===== src/design/bps_pkg.sv =====
// shared types, codes and helpers for the board power sequencer
package bps_pkg;

  localparam int PH_W       = 5;
  localparam int PH_COUNT   = 23;
  localparam int TICK_W     = 16;
  localparam int WAKE_W     = 2;
  localparam int CFG_ADDR_W = 1;
  localparam int CFG_DATA_W = 16;

  localparam logic [CFG_ADDR_W-1:0] CFG_ONKEY_PULSE    = 1'd0;
  localparam logic [CFG_ADDR_W-1:0] CFG_SHUTDOWN_DELAY = 1'd1;

  localparam logic [TICK_W-1:0] ONKEY_PULSE_RESET    = 16'd80;
  localparam logic [TICK_W-1:0] SHUTDOWN_DELAY_RESET = 16'd6000;

  localparam logic [WAKE_W-1:0] WAKE_NONE   = 2'd0;
  localparam logic [WAKE_W-1:0] WAKE_BUTTON = 2'd1;
  localparam logic [WAKE_W-1:0] WAKE_RESET  = 2'd2;

  typedef enum logic [PH_COUNT-1:0] {
    PH_START      = 23'(1) << 0,
    PH_INIT       = 23'(1) << 1,
    PH_LOAD       = 23'(1) << 2,
    PH_OFF_A      = 23'(1) << 3,
    PH_OFF_B      = 23'(1) << 4,
    PH_OFF_C      = 23'(1) << 5,
    PH_OFF        = 23'(1) << 6,
    PH_ON_A       = 23'(1) << 7,
    PH_PWR_EN     = 23'(1) << 8,
    PH_ONKEY_LOW  = 23'(1) << 9,
    PH_ONKEY_WAIT = 23'(1) << 10,
    PH_PMIC       = 23'(1) << 11,
    PH_PG_WAIT    = 23'(1) << 12,
    PH_RST_REL    = 23'(1) << 13,
    PH_ON_B       = 23'(1) << 14,
    PH_LED        = 23'(1) << 15,
    PH_UPTIME     = 23'(1) << 16,
    PH_ARM        = 23'(1) << 17,
    PH_ON         = 23'(1) << 18,
    PH_SET_DELAY  = 23'(1) << 19,
    PH_WAIT_DELAY = 23'(1) << 20,
    PH_POWER_DOWN = 23'(1) << 21,
    PH_RESTORE    = 23'(1) << 22
  } phase_t;

  typedef struct packed {
    logic button_press;
    logic shutdown_request;
    logic power_good;
    logic sw_reset_flag;
    logic por_flag;
    logic pin_reset_flag;
  } tick_t;

  typedef struct packed {
    logic [PH_W-1:0]   phase;
    logic              power_enable_bar;
    logic              cpu_onkey_bar;
    logic              pmic_request;
    logic              cpu_reset_bar;
    logic              power_led;
    logic              uptime_enable;
    logic [WAKE_W-1:0] wake_source;
    logic              clear_reset_flags;
    logic              restore_outputs;
    logic              interrupts_off;
    logic              save_uptime;
  } result_t;

  // one-hot phase to its index
  function automatic logic [PH_W-1:0] ph_index(phase_t p);
    logic [PH_W-1:0] idx;
    idx = '0;
    for (int i = 0; i < PH_COUNT; i++) begin
      if (p[i]) idx = idx | PH_W'(i);
    end
    return idx;
  endfunction

endpackage


===== src/design/bps_if.sv =====
// request channels of the board power sequencer
interface bps_tick_if;
  logic           valid;
  logic           ready;
  bps_pkg::tick_t data;
  modport source (output valid, output data, input ready);
  modport sink (input valid, input data, output ready);
endinterface

interface bps_result_if;
  logic             valid;
  logic             ready;
  bps_pkg::result_t data;
  modport source (output valid, output data, input ready);
  modport sink (input valid, input data, output ready);
endinterface

interface bps_cfg_if;
  logic                              valid;
  logic                              ready;
  logic [bps_pkg::CFG_ADDR_W-1:0]    addr;
  logic [bps_pkg::CFG_DATA_W-1:0]    wdata;
  modport source (output valid, output addr, output wdata, input ready);
  modport sink (input valid, input addr, input wdata, output ready);
endinterface


===== src/design/bps_cfg.sv =====
// configuration registers: on-key pulse length and shutdown delay
module bps_cfg (
  input  logic                         clk,
  input  logic                         rst,
  bps_cfg_if.sink                      cfg,
  output logic [bps_pkg::TICK_W-1:0]   onkey_ticks,
  output logic [bps_pkg::TICK_W-1:0]   shutdown_ticks
);

  assign cfg.ready = 1'b1;

  always_ff @(posedge clk) begin
    if (rst) begin
      onkey_ticks    <= bps_pkg::ONKEY_PULSE_RESET;
      shutdown_ticks <= bps_pkg::SHUTDOWN_DELAY_RESET;
    end else if (cfg.valid) begin
      if (cfg.addr == bps_pkg::CFG_ONKEY_PULSE) begin
        onkey_ticks <= cfg.wdata;
      end else if (cfg.addr == bps_pkg::CFG_SHUTDOWN_DELAY) begin
        shutdown_ticks <= cfg.wdata;
      end
    end
  end

endmodule


===== src/design/bps_in_stage.sv =====
// input register for tick requests
module bps_in_stage (
  input  logic            clk,
  input  logic            rst,
  bps_tick_if.sink        tick,
  input  logic            take,
  output logic            held_valid,
  output bps_pkg::tick_t  held
);

  assign tick.ready = !held_valid || take;

  always_ff @(posedge clk) begin
    if (rst) begin
      held_valid <= 1'b0;
    end else if (tick.ready) begin
      held_valid <= tick.valid;
    end
  end

  always_ff @(posedge clk) begin
    if (tick.ready && tick.valid) begin
      held <= tick.data;
    end
  end

endmodule


===== src/design/bps_core.sv =====
// sequencer state, next-step logic and result register
module bps_core (
  input  logic                         clk,
  input  logic                         rst,
  input  logic                         held_valid,
  input  bps_pkg::tick_t               held,
  output logic                         take,
  input  logic [bps_pkg::TICK_W-1:0]   onkey_ticks,
  input  logic [bps_pkg::TICK_W-1:0]   shutdown_ticks,
  bps_result_if.source                 result
);

  bps_pkg::phase_t                   phase, phase_next;
  logic [bps_pkg::TICK_W-1:0]        countdown, countdown_next;
  logic                              skip_wait, skip_wait_next;
  logic                              button_latch, button_latch_next;
  logic                              shutdown_latch, shutdown_latch_next;
  logic                              pwr_en_bar, pwr_en_bar_next;
  logic                              onkey_bar, onkey_bar_next;
  logic                              pmic_req, pmic_req_next;
  logic                              rst_bar, rst_bar_next;
  logic                              led, led_next;
  logic                              uptime, uptime_next;
  logic [bps_pkg::WAKE_W-1:0]        wake, wake_next;
  logic                              clr, restore;

  assign take = held_valid && (!result.valid || result.ready);

  always_comb begin
    phase_next          = phase;
    countdown_next      = countdown;
    skip_wait_next      = skip_wait;
    button_latch_next   = button_latch | held.button_press;
    shutdown_latch_next = shutdown_latch | held.shutdown_request;
    pwr_en_bar_next     = pwr_en_bar;
    onkey_bar_next      = onkey_bar;
    pmic_req_next       = pmic_req;
    rst_bar_next        = rst_bar;
    led_next            = led;
    uptime_next         = uptime;
    wake_next           = wake;
    clr                 = 1'b0;
    restore             = 1'b0;
    case (phase)
      bps_pkg::PH_START: phase_next = bps_pkg::PH_INIT;
      bps_pkg::PH_INIT: begin
        // software reset wins, then power-on, then reset pin
        if (held.sw_reset_flag || (!held.por_flag && held.pin_reset_flag)) begin
          skip_wait_next = 1'b1;
        end
        clr        = 1'b1;
        phase_next = bps_pkg::PH_LOAD;
      end
      bps_pkg::PH_LOAD:  phase_next = bps_pkg::PH_OFF_A;
      bps_pkg::PH_OFF_A: phase_next = bps_pkg::PH_OFF_B;
      bps_pkg::PH_OFF_B: phase_next = bps_pkg::PH_OFF_C;
      bps_pkg::PH_OFF_C: begin
        button_latch_next = 1'b0;
        wake_next         = bps_pkg::WAKE_NONE;
        led_next          = 1'b0;
        uptime_next       = 1'b0;
        phase_next        = bps_pkg::PH_OFF;
      end
      bps_pkg::PH_OFF: begin
        if (skip_wait) begin
          skip_wait_next = 1'b0;
          wake_next      = bps_pkg::WAKE_RESET;
          phase_next     = bps_pkg::PH_ON_A;
        end else if (button_latch_next) begin
          button_latch_next = 1'b0;
          wake_next         = bps_pkg::WAKE_BUTTON;
          phase_next        = bps_pkg::PH_ON_A;
        end
      end
      bps_pkg::PH_ON_A: phase_next = bps_pkg::PH_PWR_EN;
      bps_pkg::PH_PWR_EN: begin
        pwr_en_bar_next = 1'b1;
        onkey_bar_next  = 1'b1;
        phase_next      = bps_pkg::PH_ONKEY_LOW;
      end
      bps_pkg::PH_ONKEY_LOW: begin
        onkey_bar_next = 1'b0;
        countdown_next = onkey_ticks;
        phase_next     = bps_pkg::PH_ONKEY_WAIT;
      end
      bps_pkg::PH_ONKEY_WAIT: begin
        if (countdown == '0) begin
          onkey_bar_next = 1'b1;
          phase_next     = bps_pkg::PH_PMIC;
        end else begin
          countdown_next = countdown - 1'b1;
        end
      end
      bps_pkg::PH_PMIC: begin
        pmic_req_next = 1'b1;
        phase_next    = bps_pkg::PH_PG_WAIT;
      end
      bps_pkg::PH_PG_WAIT: begin
        if (held.power_good) phase_next = bps_pkg::PH_RST_REL;
      end
      bps_pkg::PH_RST_REL: begin
        rst_bar_next = 1'b1;
        phase_next   = bps_pkg::PH_ON_B;
      end
      bps_pkg::PH_ON_B: phase_next = bps_pkg::PH_LED;
      bps_pkg::PH_LED: begin
        led_next   = 1'b1;
        phase_next = bps_pkg::PH_UPTIME;
      end
      bps_pkg::PH_UPTIME: begin
        uptime_next = 1'b1;
        phase_next  = bps_pkg::PH_ARM;
      end
      bps_pkg::PH_ARM: begin
        // drop any shutdown request seen during power-on
        shutdown_latch_next = 1'b0;
        phase_next          = bps_pkg::PH_ON;
      end
      bps_pkg::PH_ON: begin
        if (shutdown_latch_next) begin
          shutdown_latch_next = 1'b0;
          phase_next          = bps_pkg::PH_SET_DELAY;
        end
      end
      bps_pkg::PH_SET_DELAY: begin
        countdown_next = shutdown_ticks;
        phase_next     = bps_pkg::PH_WAIT_DELAY;
      end
      bps_pkg::PH_WAIT_DELAY: begin
        if (countdown == '0) begin
          phase_next = bps_pkg::PH_POWER_DOWN;
        end else begin
          countdown_next = countdown - 1'b1;
        end
      end
      bps_pkg::PH_POWER_DOWN: phase_next = bps_pkg::PH_RESTORE;
      bps_pkg::PH_RESTORE: begin
        pwr_en_bar_next = 1'b0;
        onkey_bar_next  = 1'b0;
        pmic_req_next   = 1'b0;
        rst_bar_next    = 1'b0;
        uptime_next     = 1'b0;
        restore         = 1'b1;
        phase_next      = bps_pkg::PH_OFF_A;
      end
      default: phase_next = phase;
    endcase
  end

  always_ff @(posedge clk) begin
    if (rst) begin
      phase          <= bps_pkg::PH_START;
      countdown      <= '0;
      skip_wait      <= 1'b0;
      button_latch   <= 1'b0;
      shutdown_latch <= 1'b0;
      pwr_en_bar     <= 1'b0;
      onkey_bar      <= 1'b0;
      pmic_req       <= 1'b0;
      rst_bar        <= 1'b0;
      led            <= 1'b0;
      uptime         <= 1'b0;
      wake           <= bps_pkg::WAKE_NONE;
    end else if (take) begin
      phase          <= phase_next;
      countdown      <= countdown_next;
      skip_wait      <= skip_wait_next;
      button_latch   <= button_latch_next;
      shutdown_latch <= shutdown_latch_next;
      pwr_en_bar     <= pwr_en_bar_next;
      onkey_bar      <= onkey_bar_next;
      pmic_req       <= pmic_req_next;
      rst_bar        <= rst_bar_next;
      led            <= led_next;
      uptime         <= uptime_next;
      wake           <= wake_next;
    end
  end

  always_ff @(posedge clk) begin
    if (rst) begin
      result.valid <= 1'b0;
    end else if (take) begin
      result.valid <= 1'b1;
    end else if (result.ready) begin
      result.valid <= 1'b0;
    end
  end

  always_ff @(posedge clk) begin
    if (take) begin
      result.data.phase             <= bps_pkg::ph_index(phase_next);
      result.data.power_enable_bar  <= pwr_en_bar_next;
      result.data.cpu_onkey_bar     <= onkey_bar_next;
      result.data.pmic_request      <= pmic_req_next;
      result.data.cpu_reset_bar     <= rst_bar_next;
      result.data.power_led         <= led_next;
      result.data.uptime_enable     <= uptime_next;
      result.data.wake_source       <= wake_next;
      result.data.clear_reset_flags <= clr;
      result.data.restore_outputs   <= restore;
      result.data.interrupts_off    <= restore;
      result.data.save_uptime       <= restore;
    end
  end

endmodule


===== src/design/board_power_sequencer_top.sv =====
// Board power sequencer, one tick request in and one result out per cycle while results
// are taken. Each tick request is taken into an input register, then a single sequencer
// step (event latching, boot-cause check, timed on-key pulse, power-good wait, timed
// shutdown, output restore) runs from that register into the result register, and a new
// tick can be accepted every cycle while results are taken. A stalled result lets one
// more tick into the input register and then holds the tick channel off until the result
// is taken. The sustained rate is set by the sequencer state update. Configuration
// writes complete in the cycle they are offered.
module board_power_sequencer_top (
  input  logic           clk,
  input  logic           rst,
  bps_tick_if.sink       tick,
  bps_result_if.source   result,
  bps_cfg_if.sink        cfg
);

  logic                         held_valid;
  bps_pkg::tick_t               held;
  logic                         take;
  logic [bps_pkg::TICK_W-1:0]   onkey_ticks;
  logic [bps_pkg::TICK_W-1:0]   shutdown_ticks;

  bps_cfg u_cfg (
    .clk            (clk),
    .rst            (rst),
    .cfg            (cfg),
    .onkey_ticks    (onkey_ticks),
    .shutdown_ticks (shutdown_ticks)
  );

  bps_in_stage u_in (
    .clk        (clk),
    .rst        (rst),
    .tick       (tick),
    .take       (take),
    .held_valid (held_valid),
    .held       (held)
  );

  bps_core u_core (
    .clk            (clk),
    .rst            (rst),
    .held_valid     (held_valid),
    .held           (held),
    .take           (take),
    .onkey_ticks    (onkey_ticks),
    .shutdown_ticks (shutdown_ticks),
    .result         (result)
  );

endmodule


===== src/flat_wrapper.sv =====
// flat-port wrapper written by rule: the top's interface ports become plain ports
module board_power_sequencer_top_flat 
  (clk, rst, tick_valid, tick_data, tick_ready, result_valid, result_data, result_ready, cfg_valid, cfg_addr, cfg_wdata, cfg_ready);
  bps_tick_if tick_i ();
  bps_result_if result_i ();
  bps_cfg_if cfg_i ();
  input  logic clk;
  input  logic rst;
  input wire logic [$bits(tick_i.valid)-1:0] tick_valid;
  input wire logic [$bits(tick_i.data)-1:0] tick_data;
  output wire logic [$bits(tick_i.ready)-1:0] tick_ready;
  output wire logic [$bits(result_i.valid)-1:0] result_valid;
  output wire logic [$bits(result_i.data)-1:0] result_data;
  input wire logic [$bits(result_i.ready)-1:0] result_ready;
  input wire logic [$bits(cfg_i.valid)-1:0] cfg_valid;
  input wire logic [$bits(cfg_i.addr)-1:0] cfg_addr;
  input wire logic [$bits(cfg_i.wdata)-1:0] cfg_wdata;
  output wire logic [$bits(cfg_i.ready)-1:0] cfg_ready;
  assign tick_i.valid = tick_valid;
  assign tick_i.data = tick_data;
  assign tick_ready = tick_i.ready;
  assign result_valid = result_i.valid;
  assign result_data = result_i.data;
  assign result_i.ready = result_ready;
  assign cfg_i.valid = cfg_valid;
  assign cfg_i.addr = cfg_addr;
  assign cfg_i.wdata = cfg_wdata;
  assign cfg_ready = cfg_i.ready;
  board_power_sequencer_top u_core (.clk(clk), .rst(rst), .tick(tick_i), .result(result_i), .cfg(cfg_i));
endmodule

===== config.mk =====
export PLATFORM = sky130hd
export DESIGN_NAME = board_power_sequencer_top_flat
export DESIGN_NICKNAME = d
export VERILOG_FILES = /design/src/design/bps_pkg.sv /design/src/design/bps_if.sv /design/src/design/bps_cfg.sv /design/src/design/bps_in_stage.sv /design/src/design/bps_core.sv /design/src/design/board_power_sequencer_top.sv /design/src/flat_wrapper.sv
export SDC_FILE = /design/constraint.sdc
export NUM_CORES = 1
export LEC_CHECK = 0
export ABC_AREA = 1
export BUFFER_PORTS_ARGS = -buffer_cell sky130_fd_sc_hd__buf_2
export CAP_MARGIN = 20
export CORE_ASPECT_RATIO = 1.4
export CORE_MARGIN = 2
export CORE_UTILIZATION = 40
export DETAILED_ROUTE_END_ITERATION = 7
export PLACE_DENSITY = 0.54
export SLEW_MARGIN = 15
export SYNTH_ARGS = -nofsm -noshare
export SYNTH_HDL_FRONTEND = slang
export SYNTH_SLANG_ARGS = --single-unit

===== constraint.sdc =====
create_clock -name clk -period 2.7 [get_ports clk]
set_clock_uncertainty 0.1 [all_clocks]
set_input_delay 0.135 -clock clk [delete_from_list [all_inputs] [get_ports clk]]
set_output_delay 0.135 -clock clk [all_outputs]
set_load 0.02 [all_outputs]

Yosys cells after proc, flatten, opt, wreduce, memory -nomap -nowiden
Cells that the tools add are included.

cells by class
  reductions and logical operators = 26
  multiplexer cells = 135
  equality and inequality tests = 30
  bitwise operators = 2
  add/sub/neg operators = 1

operators with widths
  operator                                               number
  case mux 23 bit (22 select lines)                      1
  2-to-1 mux 23 bit                                      15
  2-to-1 mux 16 bit                                      19
  2-to-1 mux 5 bit                                       30
  case mux 16 bit (4 select lines)                       1
  2-to-1 mux 1 bit                                       38
  2-to-1 mux 4 bit                                       8
  equality test 23 x 1 -> 1 bit, second input constant   1
  equality test 23 x 10 -> 1 bit, second input constant  1
  equality test 23 x 11 -> 1 bit, second input constant  1
  equality test 23 x 12 -> 1 bit, second input constant  1
  equality test 23 x 13 -> 1 bit, second input constant  1
  equality test 23 x 14 -> 1 bit, second input constant  1
  equality test 23 x 15 -> 1 bit, second input constant  1
  equality test 23 x 16 -> 1 bit, second input constant  1
  equality test 23 x 17 -> 1 bit, second input constant  1
  equality test 23 x 18 -> 1 bit, second input constant  1
  equality test 23 x 19 -> 1 bit, second input constant  1
  equality test 23 x 2 -> 1 bit, second input constant   1
  equality test 23 x 20 -> 1 bit, second input constant  1
  equality test 23 x 21 -> 1 bit, second input constant  1
  equality test 23 x 22 -> 1 bit, second input constant  1
  equality test 23 bit, second input constant            1
  equality test 23 x 3 -> 1 bit, second input constant   1
  29 further kinds                                       65

storage, ports and cells
  register bits after elaboration = 105
  logic and storage cells = 227
  output and inout port bits = 20

Logic depth before layout (Yosys ltp)
  depth in word-level cells = 51
  depth in mapped cells = 17
  mapped depth without buffers = 16

Modules after synthesis
Synthesis repeated with hierarchy kept, for this count alone.

unflattened totals
  cells, all modules = 883
  area, all modules = 6067.1 um^2

by module, submodules not included
  module        area each (um^2)  instances  sequential area each (um^2)  cells each
  bps_core      4555.6            1          1471.4                       697
  bps_cfg       1283.7            1          640.6                        174
  bps_in_stage  227.7             1          200.2                        12

Worst setup path after synthesis
Ideal clock, no wire load.

  path kind = reg2reg
  start = reg u_core.u_core.phase[22]
  end = reg u_core.u_core.result.data[16] (netlist name)
  stages on the path, launching flop included = 12
  arrival time = 1.794 ns
  period minus slack after synthesis = 2.156 ns
  required time = 2.339 ns
  slack = 0.544 ns
  library setup time = 0.261 ns
  cell sequence = dfxtp_1 nor2_2 nand2_4 nor2_1 buf_4 nand3_1 nand2_1 nor3_1 buf_2 a31oi_1 nand2_1 nand3b_1

between the ends
  cells in the longest elaborated chain, start to end = 17
  elaborated cells on any way between the ends = 52
  those cells by class = eq/ne: 23; mux: 28; reduce/logical: 1

RTL lines
  what                                                                          RTL line         source
  start: declaration                                                            bps_core.sv:13   bps_pkg::phase_t phase, phase_next;
  start signal: assignment                                                      bps_core.sv:152  phase <= bps_pkg::PH_START;
  start signal: assignment                                                      bps_core.sv:165  phase <= phase_next;
  equality test 23 bit / equality test 23 x 3 -> 1 bit (equally long branches)  bps_core.sv:44   case (phase)
  OR reduction 2 bit (no source line)                                           --
  case mux 23 bit (22 select lines) *                                           bps_core.sv:44
  2-to-1 mux 5 bit                                                              bps_pkg.sv:76    if (p[i]) idx = idx | PH_W'(i);
  2-to-1 mux 5 bit                                                              bps_core.sv:191  if (take) begin
  2-to-1 mux 5 bit                                                              bps_pkg.sv:76
  2-to-1 mux 5 bit                                                              bps_core.sv:191
  2-to-1 mux 5 bit                                                              bps_pkg.sv:76
  2-to-1 mux 5 bit                                                              bps_core.sv:191
  2-to-1 mux 5 bit                                                              bps_pkg.sv:76
  2-to-1 mux 5 bit                                                              bps_core.sv:191
  2-to-1 mux 5 bit                                                              bps_pkg.sv:76
  2-to-1 mux 5 bit                                                              bps_core.sv:191
  2-to-1 mux 5 bit                                                              bps_pkg.sv:76
  2-to-1 mux 5 bit                                                              bps_core.sv:191
  2-to-1 mux 5 bit *                                                            bps_pkg.sv:76
  2-to-1 mux 5 bit *                                                            bps_core.sv:191

Every way passes the cells marked *; elsewhere a longest branch is shown, timed or not. The select of a mux whose other input is x is not followed.
A chain may end at the register's enable or synchronous reset.

Worst setup path after layout
  start = reg u_core.u_core.phase[4]
  end = reg u_core.u_core.result.data[13] (netlist name)

between the ends
  cells in the longest elaborated chain, start to end = 45
  elaborated cells on any way between the ends = 67
  those cells by class = eq/ne: 23; mux: 43; reduce/logical: 1

RTL lines
  what                                                                          RTL line
  equality test 23 bit / equality test 23 x 3 -> 1 bit (equally long branches)  bps_core.sv:44
  OR reduction 2 bit (no source line)                                           --
  case mux 23 bit (22 select lines) *                                           bps_core.sv:44
  2-to-1 mux 2 bit                                                              bps_pkg.sv:76
  2-to-1 mux 5 bit                                                              bps_core.sv:191
  2-to-1 mux 2 bit                                                              bps_pkg.sv:76
  2-to-1 mux 5 bit                                                              bps_core.sv:191
  2-to-1 mux 3 bit                                                              bps_pkg.sv:76
  (+29 left out)                                                                --
  2-to-1 mux 5 bit                                                              bps_pkg.sv:76
  2-to-1 mux 5 bit                                                              bps_core.sv:191
  2-to-1 mux 5 bit                                                              bps_pkg.sv:76
  2-to-1 mux 5 bit                                                              bps_core.sv:191
  2-to-1 mux 5 bit                                                              bps_pkg.sv:76
  2-to-1 mux 5 bit                                                              bps_core.sv:191
  2-to-1 mux 5 bit *                                                            bps_pkg.sv:76
  2-to-1 mux 5 bit *                                                            bps_core.sv:191

Marks and branches as above.

==> flow_summary_export.csv <==
group,metric,value,unit
setup_path,cp_top_family,"simple AND/OR/NAND/NOR gates",
synth,synth_area_leaders,"dfxtp_1, edfxtp_1, nand2_1",
placement,dp_hpwl,13900,µm
finish,fin_nets,974,
placement,dpl_cell_area,6600,µm²
setup_path,crit_path_start,"u_core.u_core.phase[4]",
timing,setup_viol,0,
power,clkPwrFrac,0.190,
power,intPower,0.004013,W
setup_path,crit_top_cell,"nand3_1",
synth,avgSynthCellArea,7.068,µm²
clock_network,clk_pin_slew_worst_paths,0.08,ns
floorplanning,start_util,0.4065,
synth,ys_warn_count,0,
finish,drive_gt1_frac,0.2168,
setup_path,startpoint_type,"register",
flow_run,timing.max_cap.violations,0,
synth,ys_types,46,
detailed_routing,wirelength,18390,µm
detailed_routing,drtAntennaViolNets,0,
floorplanning,die_w,106.2,µm
finish,instances_no_fill,1139,
hold_path,hold_class,"input pin to register",
synth,netlist_instances,827,
clock_network,cts_root_buf,"clkbuf_16",
finish,fillers,1419,
power,swShare,0.4185,
clock_network,clock_latency,0.36,ns
timing,slew_viol_final,0,
timing,hold_violations,0,
floorplanning,rows,52,
setup_path,crit_type,"register to register",
synth,ys_seq_area_frac,0.3955,
clock_network,clock_path_buffers,2,
detailed_routing,viasPerCell,5.229,
synth,synth_edf_count,21,
global_route,grt_antenna_before_repair,0,
setup_path,reg2reg_to,"u_core.u_core.result.data[13]",
setup_path,cp.depth,15,
synth,ys.flop_type,"dfxtp_1",
setup_path,cp-endpoint,"u_core.u_core.result.data[13]",
placement,port_buffers,46,
finish,syn2layout_area_growth,25.75,%
setup_path,cp_data_arrival_time,2.55,ns
finish,final_area,7351,µm²
detailed_routing,firstDrtPassIters,5,
floorplanning,num_io_pins,48,
setup_path,crit_buf_inv,3,
run_status,status,"finished, final reports clean",
global_route,grt_start_max_net_pins,48,
timing,fmax,392.7,MHz
synth,netlist_area,5846,µm²
detailed_routing,vias,5956,
global_route,grt_first_pass_wirelength,28740,µm
setup_path,ff2ff_path_depth,15,
global_route,grt_pass1_vias,5764,
floorplanning,die-area,15610,µm²
power,switching_power,0.002889,W
setup_path,rr_startpoint,"u_core.u_core.phase[4]",
setup_path,crit_path_max_incr_delay,0.36,ns
power,pwr-share-comb,0.540,
global_route,track_usage,0.2352,
timing,rsz0062_at_grt,"no",
placement,place_inst,1086,
power,pwr_density_cell,938.9,nW/µm²
synth,synth_top_area_frac,0.2877,
setup_path,slowest_stage,"dfxtp_1",
timing,slew_headroom,0.4619,
setup_path,required,2.70,ns
synth,synth_commonest_cells,"nand2_1, inv_1, nor2_1",
timing,period_needed,2.547,ns
finish,diodes,0,
synth,synth-seq-cells,105,
detailed_routing,wire_per_inst,16.14,µm
detailed_routing,drt_iter0_markers,292,
synth,synthArstFlopShare,0,
detailed_routing,drc,0,
setup_path,worst_setup_path_end_kind,"register",
placement,place_ws,0.05341,ns
timing,fin_setup_tns,0,ns
placement,gp_congestion,0.9905,
setup_path,ff2ff_setup_slack,0.15,ns
timing,finalCritPeriodShare,0.9432,
clock_network,cts-buffers-inserted,9,
clock_network,cts_tree,"yes",
clock_network,cts_max_level,3,
global_route,grt.overflow.total,0,
setup_path,cp_max_fo,8,
floorplanning,die_h,147.0,µm
power,p_leak,3.494,nW
clock_network,clock_sinks,105,
synth,yosysMostFrequentCell,"nand2_1",
hold_path,hold_start,"rst",
power,worst_ir_drop_vdd,0.0004107,V
timing,worst_slew_pin_slew,0.8062,ns
power,p_seq_frac,0.271,
setup_path,worstPathCellList,"nor2_2 > nand2_4 > buf_4 > nor2_1 > nand3_1 > nand3_1 > nor2_1 > nand2_1 > nor2_1 > buf_4 > nand3_1 > nand2_1 > buf_4 > nor3_4 > nand3_1",
floorplanning,core,14380,µm²
synth,synth_largest_area_cell,"dfxtp_1",
synth,synth_fp_nets,856,
timing,layout_setup_ws,0.1533,ns
## per-layer routing
metal / vias to the layer above / wire length (µm) / GRT usage
met5: - / 0 / 0
met4: 0 / 1224 / 0.1559
met3: 65 / 558 / 0.03106
li1: 2987 / - / -
met1: 2744 / 7092 / 0.2491
met2: 160 / 9512 / 0.4285
## worst min path at each step
stage	endpoint	slack, ns	cells after the start
3_5_place_dp	u_core.u_in.held[0]	0.21	1
2_1_floorplan	u_core.u_in.held[0]	0.13	0
5_1_grt	u_core.u_core.result.valid	0.04	2
3_3_place_gp	u_core.u_in.held[4]	0.22	1
4_1_cts	u_core.u_core.result.valid	0.04	2
6_report	u_core.u_in.held_valid	0.03	2
## power by group through the flow
stage / clock, W / combinational (W) / sequential [W]
3_5_place_dp: 0 / 0.00324 / 0.00190
4_1_cts: 0.00134 / 0.00328 / 0.00186
6_report: 0.00131 / 0.00372 / 0.00187
5_1_grt: 0.00140 / 0.00406 / 0.00188
2_1_floorplan: 0 / 0.00208 / 0.00192
3_3_place_gp: 0 / 0.00322 / 0.00189
## cell families after synthesis
family	synth area share
AND/OR/NAND/NOR	0.3142
other	0.0006415
buffers and inverters	0.1010
XOR/XNOR	0.005994
adder cells (fa/ha/maj)	0.002140
AO/OA/AOI/OAI	0.1804
flip-flops	0.3955
## layout make-up
class	instances	area, µm²	area share
sequential	105	2322	0.3159
clock buffer	12	257.7	0.03506
timing repair buffer	140	1062	0.1445
inverter	108	405.4	0.05515
clock inverter	4	33.78	0.004596
tap	189	236.5	0.03217
multi-input combinational	581	3033	0.4126
## timing repair
item | in CTS | in global routing
endpoints found under the setup margin | 0 | 10
hold buffers | 24 | 0
resized for setup | 0 | 30
hold endpoints to repair | 40 | 0
buffers inserted | 0 | 12
## worst reg2reg max path, stage by stage, from the launching register on
cell and delay, ns:
dfxtp_1 0.36, nor2_2 0.18, nand2_4 0.12, buf_4 0.17, nor2_1 0.13, nand3_1 0.15
nand3_1 0.14, nor2_1 0.04, nand2_1 0.06, nor2_1 0.05, buf_4 0.16, nand3_1 0.08
nand2_1 0.10, buf_4 0.16, nor3_4 0.19, nand3_1 0.09
## state kept, by name, summed over array words and instances, names as in the netlist, 2 cells and up
signal / count
u_core.u_core.result.data: 15
u_core.u_core.wake: 2
u_core.u_core.phase: 23
u_core.u_core.countdown: 16
u_core.u_in.held: 6
u_core.u_cfg.onkey_ticks: 16
u_core.u_cfg.shutdown_ticks: 16
## cells in the final DEF, fill, tap and decap left out, types with 12 or more instances in the layout
| cell type | Yosys | final |
|---|---|---|
| nand2_1 | 167 | 161 |
| inv_1 | 98 | 98 |
| nor2_1 | 91 | 88 |
| nand3_1 | 86 | 86 |
| dfxtp_1 | 84 | 76 |
| buf_4 | 10 | 63 |
| o21ai_0 | 54 | 54 |
| a21oi_1 | 47 | 47 |
| buf_2 | 4 | 46 |
| dlygate4sd3_1 | 0 | 24 |
| o22ai_1 | 21 | 21 |
| edfxtp_1 | 21 | 21 |
| nor2_4 | 4 | 12 |
| nand2_2 | 8 | 12 |
## through the flow
step                hold WS [ns]  total power [W]  utilization
finish                   0.02574         0.006902       0.5112
global route             0.03885         0.007342       0.5112
CTS                      0.04164         0.006477       0.4960
detailed placement        0.2131         0.005133       0.4590
global placement          0.2158         0.005118       0.4590
floorplan                 0.1339         0.004005            -
Power figures use the tool's default switching activity.
